## config.mk

```make
export PLATFORM = sky130hd
export DESIGN_NAME = length_checked_frame_deframer
export DESIGN_NICKNAME = d
export VERILOG_FILES = /design/src/rtl/core/lcfd_pkg.sv /design/src/rtl/core/length_checked_frame_deframer.sv
export VERILOG_INCLUDE_DIRS = /design/src /design/src/rtl/core
export SDC_FILE = /design/constraint.sdc
export NUM_CORES = 1
export LEC_CHECK = 0
export ABC_AREA = 1
export BUFFER_PORTS_ARGS = -buffer_cell sky130_fd_sc_hd__buf_2
export CAP_MARGIN = 5
export CORE_MARGIN = 2
export CORE_UTILIZATION = 49
export CTS_CLUSTER_DIAMETER = 120
export DETAILED_ROUTE_END_ITERATION = 16
export HOLD_SLACK_MARGIN = 0.15
export PLACE_DENSITY = 0.68
export SETUP_SLACK_MARGIN = 0.3
export SLEW_MARGIN = 25
export SYNTH_ARGS = -nofsm -noshare
export SYNTH_HDL_FRONTEND = slang
export SYNTH_SLANG_ARGS = --single-unit
```

## constraint.sdc

```tcl
create_clock -name i_clk -period 4 [get_ports i_clk]
set_input_delay 0.2 -clock i_clk [delete_from_list [all_inputs] [get_ports i_clk]]
set_output_delay 0.2 -clock i_clk [all_outputs]
set_load 0.02 [all_outputs]
```

## src/rtl/core/length_checked_frame_deframer_macros.svh

```systemverilog
// Assertion macros shared by the deframer RTL.
`ifndef LENGTH_CHECKED_FRAME_DEFRAMER_MACROS_SVH
`define LENGTH_CHECKED_FRAME_DEFRAMER_MACROS_SVH

`ifndef SYNTHESIS

`define LCFD_ASSERT(label, clk, rst_n, prop) \
    label: assert property (@(posedge clk) disable iff (!rst_n) (prop)) \
        else $error("assertion failed");

`define LCFD_ASSERT_NEXT(label, clk, rst_n, ante, cons) \
    label: assert property (@(posedge clk) disable iff (!rst_n) (ante) |=> (cons)) \
        else $error("assertion failed");

`else

`define LCFD_ASSERT(label, clk, rst_n, prop)

`define LCFD_ASSERT_NEXT(label, clk, rst_n, ante, cons)

`endif

`endif

```

## src/rtl/core/lcfd_pkg.sv

```systemverilog
`default_nettype none

package lcfd_pkg;

    typedef enum logic [2:0] {
        PH_HUNT = 3'd0,
        PH_LEN  = 3'd1,
        PH_LCS  = 3'd2,
        PH_DATA = 3'd3,
        PH_CHK  = 3'd4,
        PH_POST = 3'd5
    } t_phase;

    typedef enum logic [1:0] {
        KIND_PAYLOAD = 2'd0,
        KIND_HDR_ERR = 2'd1,
        KIND_ACK     = 2'd2
    } t_kind;

    localparam logic [7:0] START_BYTE = 8'hFF;
    localparam logic [7:0] ACK_LEN    = 8'h00;
    localparam logic [7:0] ACK_LCS    = 8'hFF;

endpackage

`default_nettype wire

```

## src/rtl/core/length_checked_frame_deframer.sv

```systemverilog
// A byte accepted is held in the input register, and its result then goes to the result register.
// Throughput: one byte per clock while the result register is empty or i_out_ready is high.
// The result register may hold a transaction while the next byte is accepted.
// Reset is synchronous and active low: phase returns to hunting for the start
// byte, the length counters clear and both pipeline registers are emptied.
`default_nettype none

module length_checked_frame_deframer (
    input  wire logic                 i_clk,
    input  wire logic                 i_rst_n,
    input  wire logic                 i_in_valid,
    output logic                      o_in_ready,
    input  wire logic [7:0]           i_rx_byte,
    output logic                      o_out_valid,
    input  wire logic                 i_out_ready,
    output lcfd_pkg::t_kind           o_kind,
    output logic [7:0]                o_payload_byte,
    output logic                      o_last_of_frame
);
    import lcfd_pkg::*;

    `include "length_checked_frame_deframer_macros.svh"

    logic       r_in_valid;
    logic [7:0] r_in_byte;

    t_phase     r_phase, n_phase;
    logic [7:0] r_frame_length, n_frame_length;
    logic [7:0] r_bytes_left, n_bytes_left;

    logic       r_out_valid;
    t_kind      r_kind, n_kind;
    logic [7:0] r_payload, n_payload;
    logic       r_last, n_last;
    logic       n_has_result;

    logic       w_adv;
    logic [7:0] w_lcs_sum;

    assign w_adv      = r_in_valid && (!r_out_valid || i_out_ready);
    assign o_in_ready = !r_in_valid || w_adv;
    assign w_lcs_sum  = r_frame_length + r_in_byte;

    always_comb begin
        n_phase        = r_phase;
        n_frame_length = r_frame_length;
        n_bytes_left   = r_bytes_left;
        n_has_result   = 1'b0;
        n_kind         = KIND_PAYLOAD;
        n_payload      = 8'd0;
        n_last         = 1'b0;
        unique case (r_phase)
            PH_LEN: begin
                n_frame_length = r_in_byte;
                n_phase        = PH_LCS;
            end
            PH_LCS: begin
                if (r_frame_length == ACK_LEN && r_in_byte == ACK_LCS) begin
                    n_phase      = PH_HUNT;
                    n_has_result = 1'b1;
                    n_kind       = KIND_ACK;
                end else if (w_lcs_sum != 8'd0) begin
                    n_phase      = PH_HUNT;
                    n_has_result = 1'b1;
                    n_kind       = KIND_HDR_ERR;
                end else begin
                    n_bytes_left = r_frame_length;
                    n_phase      = (r_frame_length == 8'd0) ? PH_CHK : PH_DATA;
                end
            end
            PH_DATA: begin
                n_has_result = 1'b1;
                n_payload    = r_in_byte;
                if (r_bytes_left <= 8'd1) begin
                    n_bytes_left = 8'd0;
                    n_phase      = PH_CHK;
                    n_last       = 1'b1;
                end else begin
                    n_bytes_left = r_bytes_left - 8'd1;
                end
            end
            PH_CHK: begin
                n_phase = PH_POST;
            end
            PH_POST: begin
                n_phase = PH_HUNT;
            end
            default: begin
                n_phase = (r_in_byte == START_BYTE) ? PH_LEN : PH_HUNT;
            end
        endcase
    end

    always_ff @(posedge i_clk) begin
        if (!i_rst_n) begin
            r_in_valid     <= 1'b0;
            r_out_valid    <= 1'b0;
            r_phase        <= PH_HUNT;
            r_frame_length <= 8'd0;
            r_bytes_left   <= 8'd0;
        end else begin
            if (o_in_ready) begin
                r_in_valid <= i_in_valid;
            end
            if (w_adv) begin
                r_phase        <= n_phase;
                r_frame_length <= n_frame_length;
                r_bytes_left   <= n_bytes_left;
                r_out_valid    <= n_has_result;
            end else if (i_out_ready) begin
                r_out_valid <= 1'b0;
            end
        end
    end

    always_ff @(posedge i_clk) begin
        if (o_in_ready && i_in_valid) begin
            r_in_byte <= i_rx_byte;
        end
        if (w_adv && n_has_result) begin
            r_kind    <= n_kind;
            r_payload <= n_payload;
            r_last    <= n_last;
        end
    end

    assign o_out_valid     = r_out_valid;
    assign o_kind          = r_kind;
    assign o_payload_byte  = r_payload;
    assign o_last_of_frame = r_last;

    `LCFD_ASSERT(a_non_payload_clean, i_clk, i_rst_n,
        (r_out_valid && r_kind != KIND_PAYLOAD) |-> (r_payload == 8'd0 && !r_last))
    `LCFD_ASSERT(a_data_has_bytes_left, i_clk, i_rst_n,
        (r_phase == PH_DATA) |-> (r_bytes_left != 8'd0))
    `LCFD_ASSERT_NEXT(a_error_resumes_hunt, i_clk, i_rst_n,
        w_adv && n_has_result && n_kind != KIND_PAYLOAD, r_phase == PH_HUNT)
    `LCFD_ASSERT_NEXT(a_last_goes_to_checksum, i_clk, i_rst_n,
        w_adv && n_has_result && n_last, r_phase == PH_CHK && r_out_valid)

endmodule

`default_nettype wire
```

==> results of run 1 <==
synthesized netlist by cell type, drive strengths merged (2+ instances only):
master	count
or2	2
clkbuf	4
nor3	5
a21oi	26
o22ai	4
xnor2	2
xor2	3
o21ai	10
nand3	29
nand3b	2
inv	53
dfxtp	21
edfxtp	19
ha	10
nand4	6
nand2	70
nor2	45
buf	2
where the power goes:
| group | internal, mW | leakage [nW] | switching [mW] |
|---|---|---|---|
| Clock | 0.140 | 0.0445 | 0.137 |
| Sequential | 0.437 | 0.324 | 0.0124 |
| Combinational | 0.0382 | 0.874 | 0.0582 |
through the flow:
step	std cells	setup slack (ns)	hold WS [ns]
CTS	419	1.44	0.184
global placement	403	1.54	0.377
finish	419	1.45	0.194
detailed placement	403	1.44	0.378
floorplan	318	1.72	0.299
global route	419	1.22	0.203
path summary, 6_finish.rpt:
kind / startpoint / endpoint / depth (start not counted)
worst max-delay path: r_in_byte[0]$_DFFE_PP_ / o_payload_byte[6]$_SDFFCE_PN0P_ / 13
worst max register to register: r_in_byte[0]$_DFFE_PP_ / o_payload_byte[6]$_SDFFCE_PN0P_ / 13
worst min-delay path: i_in_valid / r_in_valid$_SDFFE_PN0N_ / 3
worst min register to register: r_bytes_left[1]$_SDFFE_PN0P_ / r_bytes_left[1]$_SDFFE_PN0P_ / 2
cell type report:
type | count | area share
Multi-Input combinational cell | 219 | 0.428
Sequential cell | 40 | 0.361
Timing Repair Buffer | 32 | 0.0730
Inverter | 53 | 0.0726
Clock buffer | 7 | 0.0315
Tap cell | 67 | 0.0306
Clock inverter | 1 | 0.00274
critical path, cell delays in order (launching register included):
cell      delay [ns]
edfxtp_1        0.44
ha_1            0.25
fa_1            0.43
nand2_1         0.08
nand2_1         0.08
nand3_1         0.09
nand3_1         0.07
nand2_1         0.09
nor2_1          0.05
nand2_1         0.07
nand2_1         0.08
nand3_1         0.10
nand2_1         0.10
inv_1           0.30
cells by family (layout without fill, tap and decap cells):
family,count (synthesis),count (layout),synth area share
simple gates,160,160,0.306
buf+inv,59,93,0.101
compound gates,43,43,0.102
flops,40,40,0.411
fa+ha+maj,11,11,0.0603
xor+xnor,5,5,0.0182
routing by layer:
metal	vias up	wire length, um	share of wire
met2	46	2230	0.46
met3	7	175	0.036
li1	1098	-	-
met4	0	56	0.012
met1	956	2390	0.49
met5	-	0	0
sequential cells by signal, indices dropped and copies added (netlist names), 2 cells and up:
name            cells
o_payload_byte      8
r_bytes_left        8
o_kind              2
r_phase             3
r_frame_length      8
r_in_byte           8
what timing repair did:
action,CTS,global route
setup endpoints to repair,0,0
hold buffers,8,0
hold endpoints to repair,8,0
==> qor.csv, run 1 <==
stage,metric,value,unit
synth,ys_ff_latch,40,
sta,drv_slew,0,
synth,yosys_warnings,0,
clock_tree,cts_tree,built,
pwr,leakage,1.24,nW
final_layout,utilization,0.580,
final_layout,drive_above_1_share,0.145,
clock_tree,cts_setup_buffers,0,
floorplanning,core,4720,sq um
global_routing,grt-busiest-layer,met2,
final_layout,multiInputGateArea,1170,sq um
floorplanning,top_level_ports,25,
global_routing,grtUsageMet2,0.321,
worst_setup_path,crit_arrival,2.51,ns
global_routing,grt_pass1_wl,8110,um
global_routing,gr-usage-met3,0.0447,
global_routing,antenna_found_initial,0,
floorplanning,die_w,74.1,um
place,port_buffers,24,
synth,synth_edf_count,19,
final_layout,area_growth,13.8,%
final_layout,antennaDiodeCount,0,
final_layout,fillers,453,
routing,wl,4850,um
routing,route.detailed.drc,0,
place,place_area,2570,sq um
place,gp_congestion,0.840,
final_layout,layout_common_cells,"nand2_1, inv_1, nor2_1",
place,hpwlAfterDp,3620,um
routing,avgViaCountPerCell,5.03,
sta,setup_viol_count_final,0,
sta,tightest_slew,0.869,ns
synth,synthArstFlopShare,0,
routing,dr.first_iter.drc_count,133,
worst_setup_path,r2r_setup_slack,1.45,ns
synth,yosys.area.top_type,edfxtp_1,
global_routing,grtUsageTotal,0.194,
sta,tns,0,ns
sta,fin_crit,2.55,ns
pwr,peakVddDrop,235,uV
clock_tree,cts_max_level,2,
sta,timing.final.crit_share,0.639,
worst_setup_path,crit_required,3.96,ns
global_routing,grt_max_degree,19,
worst_setup_path,start_kind,flop,
sta,max-slew-margin-rel,0.418,
clock_tree,cts_resized,0,
floorplanning,initial_core_util,0.510,
final_layout,seqCellArea,991,sq um
final_layout,final_common_cell,nand2_1,
floorplanning,core.rowCount,25,
synth,ys_seq_area_frac,0.411,
clock_tree,numCtsBuffers,5,
clock_tree,clk_latency,0.29,ns
clock_tree,clk_path_buf_depth,2,
routing,vias,2107,
flow_run,maxCapViolations,0,
run_status,status,completed,
sta,hold_violations,0,
clock_tree,cts_root_buf,clkbuf_8,
synth,syn_avg_cell_area,7.57,sq um
routing,routedWlPerCell,11.6,um
clock_tree,path_clk_slew,0.08,ns
sta,rsz0062_at_grt,false,
synth,synth_ff_type,dfxtp_1,
min_path,worstHoldPathType,in2reg,
global_routing,grt_pass1_vias,1870,
global_routing,grt_util_met1,0.259,
sta,fmax,392,MHz
synth,synth_top_cell_area_share,0.237,
floorplanning,die_area,5490,sq um
final_layout,fin_nets,374,
routing,postRouteAntennaNets,0,
synth,syn-num-nets,341,
synth,syn_area,2410,sq um
worst_setup_path,path_max_fanout,11,
global_routing,overflow,0,
final_layout,final_area,2740,sq um
floorplanning,die_h,74.1,um
routing,first_pass_iters,4,
worst_setup_path,critPathKind,reg2reg,
clock_tree,cts_sinks,40,
pwr,power_density,300,nW/um^2
pwr,power,0.823,mW
synth,synth_area_leaders,"edfxtp_1, dfxtp_1, nand2_1, inv_1, nor2_1",
synth,synth_cell_types,36,
worst_setup_path,cp-end-kind,flop,
sta,clock_skew,0.00562,ns
synth,synthCells,318,
Power figures use the tool's default switching activity.
==> run 2: changes to the inputs <==
--- a/config.mk
+++ b/config.mk
@@ -14,7 +14,7 @@
 export CTS_CLUSTER_DIAMETER = 120
 export DETAILED_ROUTE_END_ITERATION = 16
 export HOLD_SLACK_MARGIN = 0.15
-export PLACE_DENSITY = 0.68
+export PLACE_DENSITY = 0.71
 export SETUP_SLACK_MARGIN = 0.3
 export SLEW_MARGIN = 25
 export SYNTH_ARGS = -nofsm -noshare
==> constraint.sdc (replaced) <==
create_clock -name i_clk -period 2.17 [get_ports i_clk]
set_input_delay 0.1085 -clock i_clk [delete_from_list [all_inputs] [get_ports i_clk]]
set_output_delay 0.1085 -clock i_clk [all_outputs]
set_load 0.02 [all_outputs]
==> run 2 against run 1 <==
  * Final area up 8.9%
  * Clock skew up 0.00075 ns
  * The flow now finishes with violations (negative setup slack)
  * Worst setup slack worse by 1.4 ns
  * Combinational power up 130%
  * Final cell count up 5.5%
  * Highest routed layer unchanged
  * Routed wire length up 6.4%
  * Sequential share of layout area down 3.0 points
  * Critical path depth unchanged
  * Flip-flop and latch count unchanged
  * Largest cell class unchanged
==> qor.csv, run 2 (synthesis results as in run 1) <==
stage,metric,value,unit
flow_run,maxCapViolations,0,
pwr,p_switching,0.389,mW
final_layout,multiInputGateArea,1230,sq um
final_layout,fillers,415,
clock_tree,cts_tree,built,
worst_setup_path,path_depth,13,
final_layout,fin_nets,397,
floorplanning,initial_core_util,0.510,
sta,timing.final.crit_share,1.00,
worst_setup_path,crit_buf_inv,1,
floorplanning,core,4720,sq um
routing,vias,2160,
min_path,worstHoldPathType,in2reg,
place,post-place-ws,-0.0405,ns
worst_setup_path,path_cells,ha_2 -> fa_2 -> nor2_1 -> nand3_1 -> nand3b_1 -> nor2_1 -> nand2_2 -> nor2_4 -> buf_6 -> nand3_1 -> nand2_1 -> nand2_1 -> a21oi_1,
sta,setup_viol_count_final,1,
routing,dr.first_iter.drc_count,138,
clock_tree,path_clk_slew,0.08,ns
place,hpwlAfterDp,3790,um
global_routing,grt_max_degree,19,
floorplanning,core.rowCount,25,
global_routing,grtUsageTotal,0.206,
floorplanning,die_area,5490,sq um
worst_setup_path,r2r_start,r_in_byte[0]$_DFFE_PP_,
final_layout,final_common_cell,nand2_1,
clock_tree,numCtsBuffers,5,
worst_setup_path,cp_slowest_cell,fa_2,
worst_setup_path,slowest_delay,0.40,ns
sta,tightest_slew,0.492,ns
pwr,p_clk_frac,0.328,
clock_tree,cts_max_level,2,
sta,fin_crit,2.17,ns
final_layout,antennaDiodeCount,0,
pwr,comb_power_share,0.141,
global_routing,overflow,0,
routing,route.detailed.drc,0,
worst_setup_path,critPathKind,reg2reg,
worst_setup_path,crit_arrival,2.40,ns
sta,clock_skew,0.00636,ns
routing,wl,5160,um
routing,first_pass_iters,4,
pwr,swShare,0.251,
place,gp_congestion,0.849,
worst_setup_path,ff2ff_path_depth,13,
clock_tree,cts_root_buf,clkbuf_8,
pwr,power_density,519,nW/um^2
place,placedCellCount,420,
worst_setup_path,path_max_fanout,2,
floorplanning,top_level_ports,25,
final_layout,layout_common_cells,"nand2_1, inv_1, nor2_1",
worst_setup_path,r2r_setup_slack,-0.0007,ns
pwr,peakVddDrop,409,uV
worst_setup_path,cpLargestDelayFamily,simple AND/OR/NAND/NOR gates,
worst_setup_path,crit_required,2.40,ns
global_routing,grt_pass1_wl,8710,um
global_routing,antenna_found_initial,0,
sta,fin_ws,-0.000670,ns
sta,max-slew-margin-rel,0.671,
worst_setup_path,cp-end-kind,flop,
place,port_buffers,24,
pwr,leakage,1.38,nW
final_layout,instances_no_fill,442,
clock_tree,clk_latency,0.29,ns
worst_setup_path,timing.rr.end,r_phase[0]$_SDFFE_PN0P_,
floorplanning,die_h,74.1,um
run_status,violations,negative setup slack,
worst_setup_path,start_kind,flop,
pwr,seq_power_share,0.531,
place,place_area,2710,sq um
worst_setup_path,critPathLaunch,r_in_byte[0]$_DFFE_PP_,
clock_tree,clk_path_buf_depth,2,
worst_setup_path,cp-endpoint,r_phase[0]$_SDFFE_PN0P_,
sta,rsz0062_at_grt,true,
final_layout,seqCellArea,991,sq um
sta,drv_slew,0,
global_routing,grt_pass1_vias,2023,
pwr,internal_power,1.16,mW
floorplanning,die_w,74.1,um
final_layout,area_growth,23.9,%
final_layout,drive_above_1_share,0.219,
run_status,status,"finished, violations left",
routing,avgViaCountPerCell,4.89,
sta,hold_violations,0,
sta,fmax,461,MHz
final_layout,final_area,2990,sq um
routing,postRouteAntennaNets,0,
sta,hold_ws,0.201,ns
routing,routedWlPerCell,11.7,um
clock_tree,cts_sinks,40,
==> run 2: routing by layer <==
metal | up-vias | global-route usage | share of wire
met5 | - | 0 | 0
met4 | 0 | 0.0667 | 0.013
met3 | 7 | 0.0434 | 0.041
met2 | 49 | 0.339 | 0.47
met1 | 963 | 0.273 | 0.48
li1 | 1141 | - | -
==> run 2: tightest hold or removal path, delay by kind of cell <==
family	cells	cell delay, ns
buffers and inverters	1	0.20
and+or+nand+nor	2	0.13
==> run 2: through the flow <==
stage          power (mW)   TNS (ns)  utilization
2_1_floorplan       0.970          0            -
3_3_place_gp         1.03   -0.00150        0.573
3_5_place_dp         1.03     -0.321        0.573
4_1_cts              1.55          0        0.628
5_1_grt              1.61      -3.62        0.632
6_report             1.55  -0.000670        0.632
==> run 2: how the worst min path moves through the flow <==
stage / depth (start not counted) / slack, ns / start / endpoint
floorplan: 0 / 0.21 / i_rx_byte[0] / r_in_byte[0]$_DFFE_PP_
global placement: 1 / 0.28 / i_rx_byte[6] / r_in_byte[6]$_DFFE_PP_
detailed placement: 1 / 0.29 / i_rx_byte[5] / r_in_byte[5]$_DFFE_PP_
CTS: 3 / 0.20 / i_rst_n / r_bytes_left[0]$_SDFFE_PN0P_
global route: 3 / 0.22 / i_rst_n / r_bytes_left[1]$_SDFFE_PN0P_
finish: 3 / 0.20 / i_rst_n / r_bytes_left[5]$_SDFFE_PN0P_
==> run 2: final cells by class <==
cell class / instances / share of cell area
repair buffers: 55 / 0.131
flip-flops and latches: 40 / 0.332
inverters: 53 / 0.0675
clock buffers: 8 / 0.0302
multi-input cells: 219 / 0.411
well taps: 67 / 0.0281
==> run 2: repair_timing <==
| item | in CTS | in global routing |
|---|---|---|
| pin swaps | 2 | 1 |
| hold buffers | 11 | 0 |
| endpoints found under the setup margin | 24 | 24 |
| endpoints found under the hold margin | 10 | 0 |
| buffers inserted | 2 | 1 |
| resized for setup | 11 | 3 |
==> run 2: power groups by stage <==
stage               registers, mW  clock network, mW  logic (mW)
finish                      0.823              0.509       0.218
global route                0.825              0.545       0.244
CTS                         0.823              0.510       0.215
detailed placement          0.840                  0       0.195
global placement            0.839                  0       0.193
floorplan                   0.838                  0       0.132
==> run 3: changes to the inputs <==
==> constraint.sdc (replaced) <==
create_clock -name i_clk -period 1.8 [get_ports i_clk]
set_input_delay 0.09 -clock i_clk [delete_from_list [all_inputs] [get_ports i_clk]]
set_output_delay 0.09 -clock i_clk [all_outputs]
set_load 0.02 [all_outputs]
==> run 3 against run 2 <==
  * The flow still finishes with violations (negative setup slack)
  * Final cell count increased by 3.2%
  * Sequential share of layout area down 2.1 points
  * Power grew 21%
  * Final area grew 7.1%
  * Largest cell class unchanged
  * Critical path type unchanged
  * Worst setup slack got worse by 0.42 ns
==> qor.csv, run 3 (synthesis results as in run 1) <==
stage,metric,value,unit
global_routing,grtUsageTotal,0.215,
sta,fin_ws,-0.424,ns
final_layout,final_common_cell,nand2_1,
global_routing,grt_pass1_wl,9070,um
clock_tree,numCtsBuffers,5,
routing,route.detailed.drc,0,
sta,rsz0062_at_grt,true,
flow_run,maxCapViolations,0,
worst_setup_path,crit_required,2.03,ns
worst_setup_path,crit_arrival,2.45,ns
global_routing,grt_max_degree,19,
floorplanning,die_area,5490,sq um
routing,wl_met2,2820,um
floorplanning,die_w,74.1,um
routing,vias,2284,
final_layout,area_growth,32.7,%
routing,avgViaCountPerCell,5.01,
clock_tree,path_clk_slew,0.08,ns
pwr,leakage,1.45,nW
clock_tree,cts_tree,built,
floorplanning,core.rowCount,25,
clock_tree,clk_path_buf_depth,2,
routing,wl_met3,280,um
sta,fin_crit,2.22,ns
worst_setup_path,start_kind,flop,
worst_setup_path,path_max_fanout,2,
global_routing,antenna_found_initial,0,
sta,hold_ws,0.201,ns
floorplanning,die_h,74.1,um
sta,timing.final.crit_share,1.24,
routing,first_pass_iters,7,
pwr,power,1.87,mW
place,hpwlAfterDp,3910,um
sta,tightest_slew,0.361,ns
worst_setup_path,r2r_setup_slack,-0.42,ns
pwr,power_density,586,nW/um^2
routing,top_layer_used,met4,
worst_setup_path,critPathKind,reg2reg,
sta,setup_viol_count_final,24,
worst_setup_path,ff2ff_path_depth,13,
global_routing,grt_pass1_vias,2000,
floorplanning,top_level_ports,25,
min_path,whs_path_depth,3,
sta,fmax,450,MHz
sta,drv_slew,0,
final_layout,layout_common_cells,"nand2_1, inv_1, nor2_1",
routing,dr.first_iter.drc_count,141,
routing,postRouteAntennaNets,0,
clock_tree,cts_sinks,40,
routing,wl,5720,um
worst_setup_path,cp-end-kind,flop,
pwr,peakVddDrop,397,uV
sta,max-slew-margin-rel,0.759,
sta,hold_violations,0,
min_path,worstHoldPathType,in2reg,
clock_tree,cts_max_level,2,
floorplanning,core,4720,sq um
final_layout,fin_nets,411,
routing,routedWlPerCell,12.6,um
run_status,violations,negative setup slack,
final_layout,drive_above_1_share,0.311,
routing,wl_met1,2580,um
clock_tree,clk_latency,0.29,ns
sta,clock_skew,0.0112,ns
floorplanning,initial_core_util,0.510,
run_status,status,"finished, violations left",
place,gp_congestion,0.854,
place,port_buffers,24,
clock_tree,cts_root_buf,clkbuf_8,
global_routing,overflow,0,
final_layout,antennaDiodeCount,0,
-- run 3: area by class of cell --
type                            instances  area (sq um)
Sequential cell                        40           993
Clock buffer                            7          76.3
Clock inverter                          1          3.75
Inverter                               53           204
Tap cell                               67          83.8
Timing Repair Buffer                   68           493
Fill cell                             400          1530
Multi-Input combinational cell        220          1340
-- run 3: metal layers --
metal  vias up  GRT usage
met5         -          0
met3         8     0.0447
met2        66      0.361
met4         0     0.0364
li1       1174          -
met1      1036      0.293
-- run 3: repair_timing --
item	CTS	global route
gates cloned	1	0
hold buffers	11	0
gates resized for setup	10	37
endpoints found under the setup margin	24	26
pin swaps	1	11
setup buffers	2	2
endpoints found under the hold margin	10	0
-- run 3: final timing paths --
kind | startpoint | endpoint
min | i_rst_n | r_bytes_left[5]$_SDFFE_PN0P_
max reg2reg | r_in_byte[0]$_DFFE_PP_ | r_phase[0]$_SDFFE_PN0P_
max | r_in_byte[0]$_DFFE_PP_ | r_phase[0]$_SDFFE_PN0P_
min reg2reg | r_bytes_left[1]$_SDFFE_PN0P_ | r_bytes_left[1]$_SDFFE_PN0P_
-- run 3: where the power goes --
part	switching, mW	internal (mW)
Sequential	0.0199	0.972
Clock	0.295	0.270
Combinational	0.173	0.144
-- run 3: metrics by stage --
step	instances	worst slack [ns]	setup TNS, ns	util	instance area, sq um
global route	456	-0.550	-12.74	0.677	3200
finish	456	-0.424	-9.33	0.677	3200
CTS	454	-0.387	-8.83	0.647	3060
detailed placement	432	-0.451	-9.55	0.592	2800
global placement	432	-0.429	-8.67	0.592	2800
floorplan	318	-0.296	-5.07	-	2420
-- run 3: critical path, stage by stage (launching register included) --
cell	delay, ns
edfxtp_1	0.40
ha_2	0.20
fa_2	0.42
nor2_2	0.10
nand3_2	0.09
nand3b_1	0.17
nor2_2	0.13
nand2_2	0.07
nor2_4	0.15
buf_6	0.13
nand3_4	0.07
nand2_2	0.07
nand2_2	0.05
a21oi_2	0.10
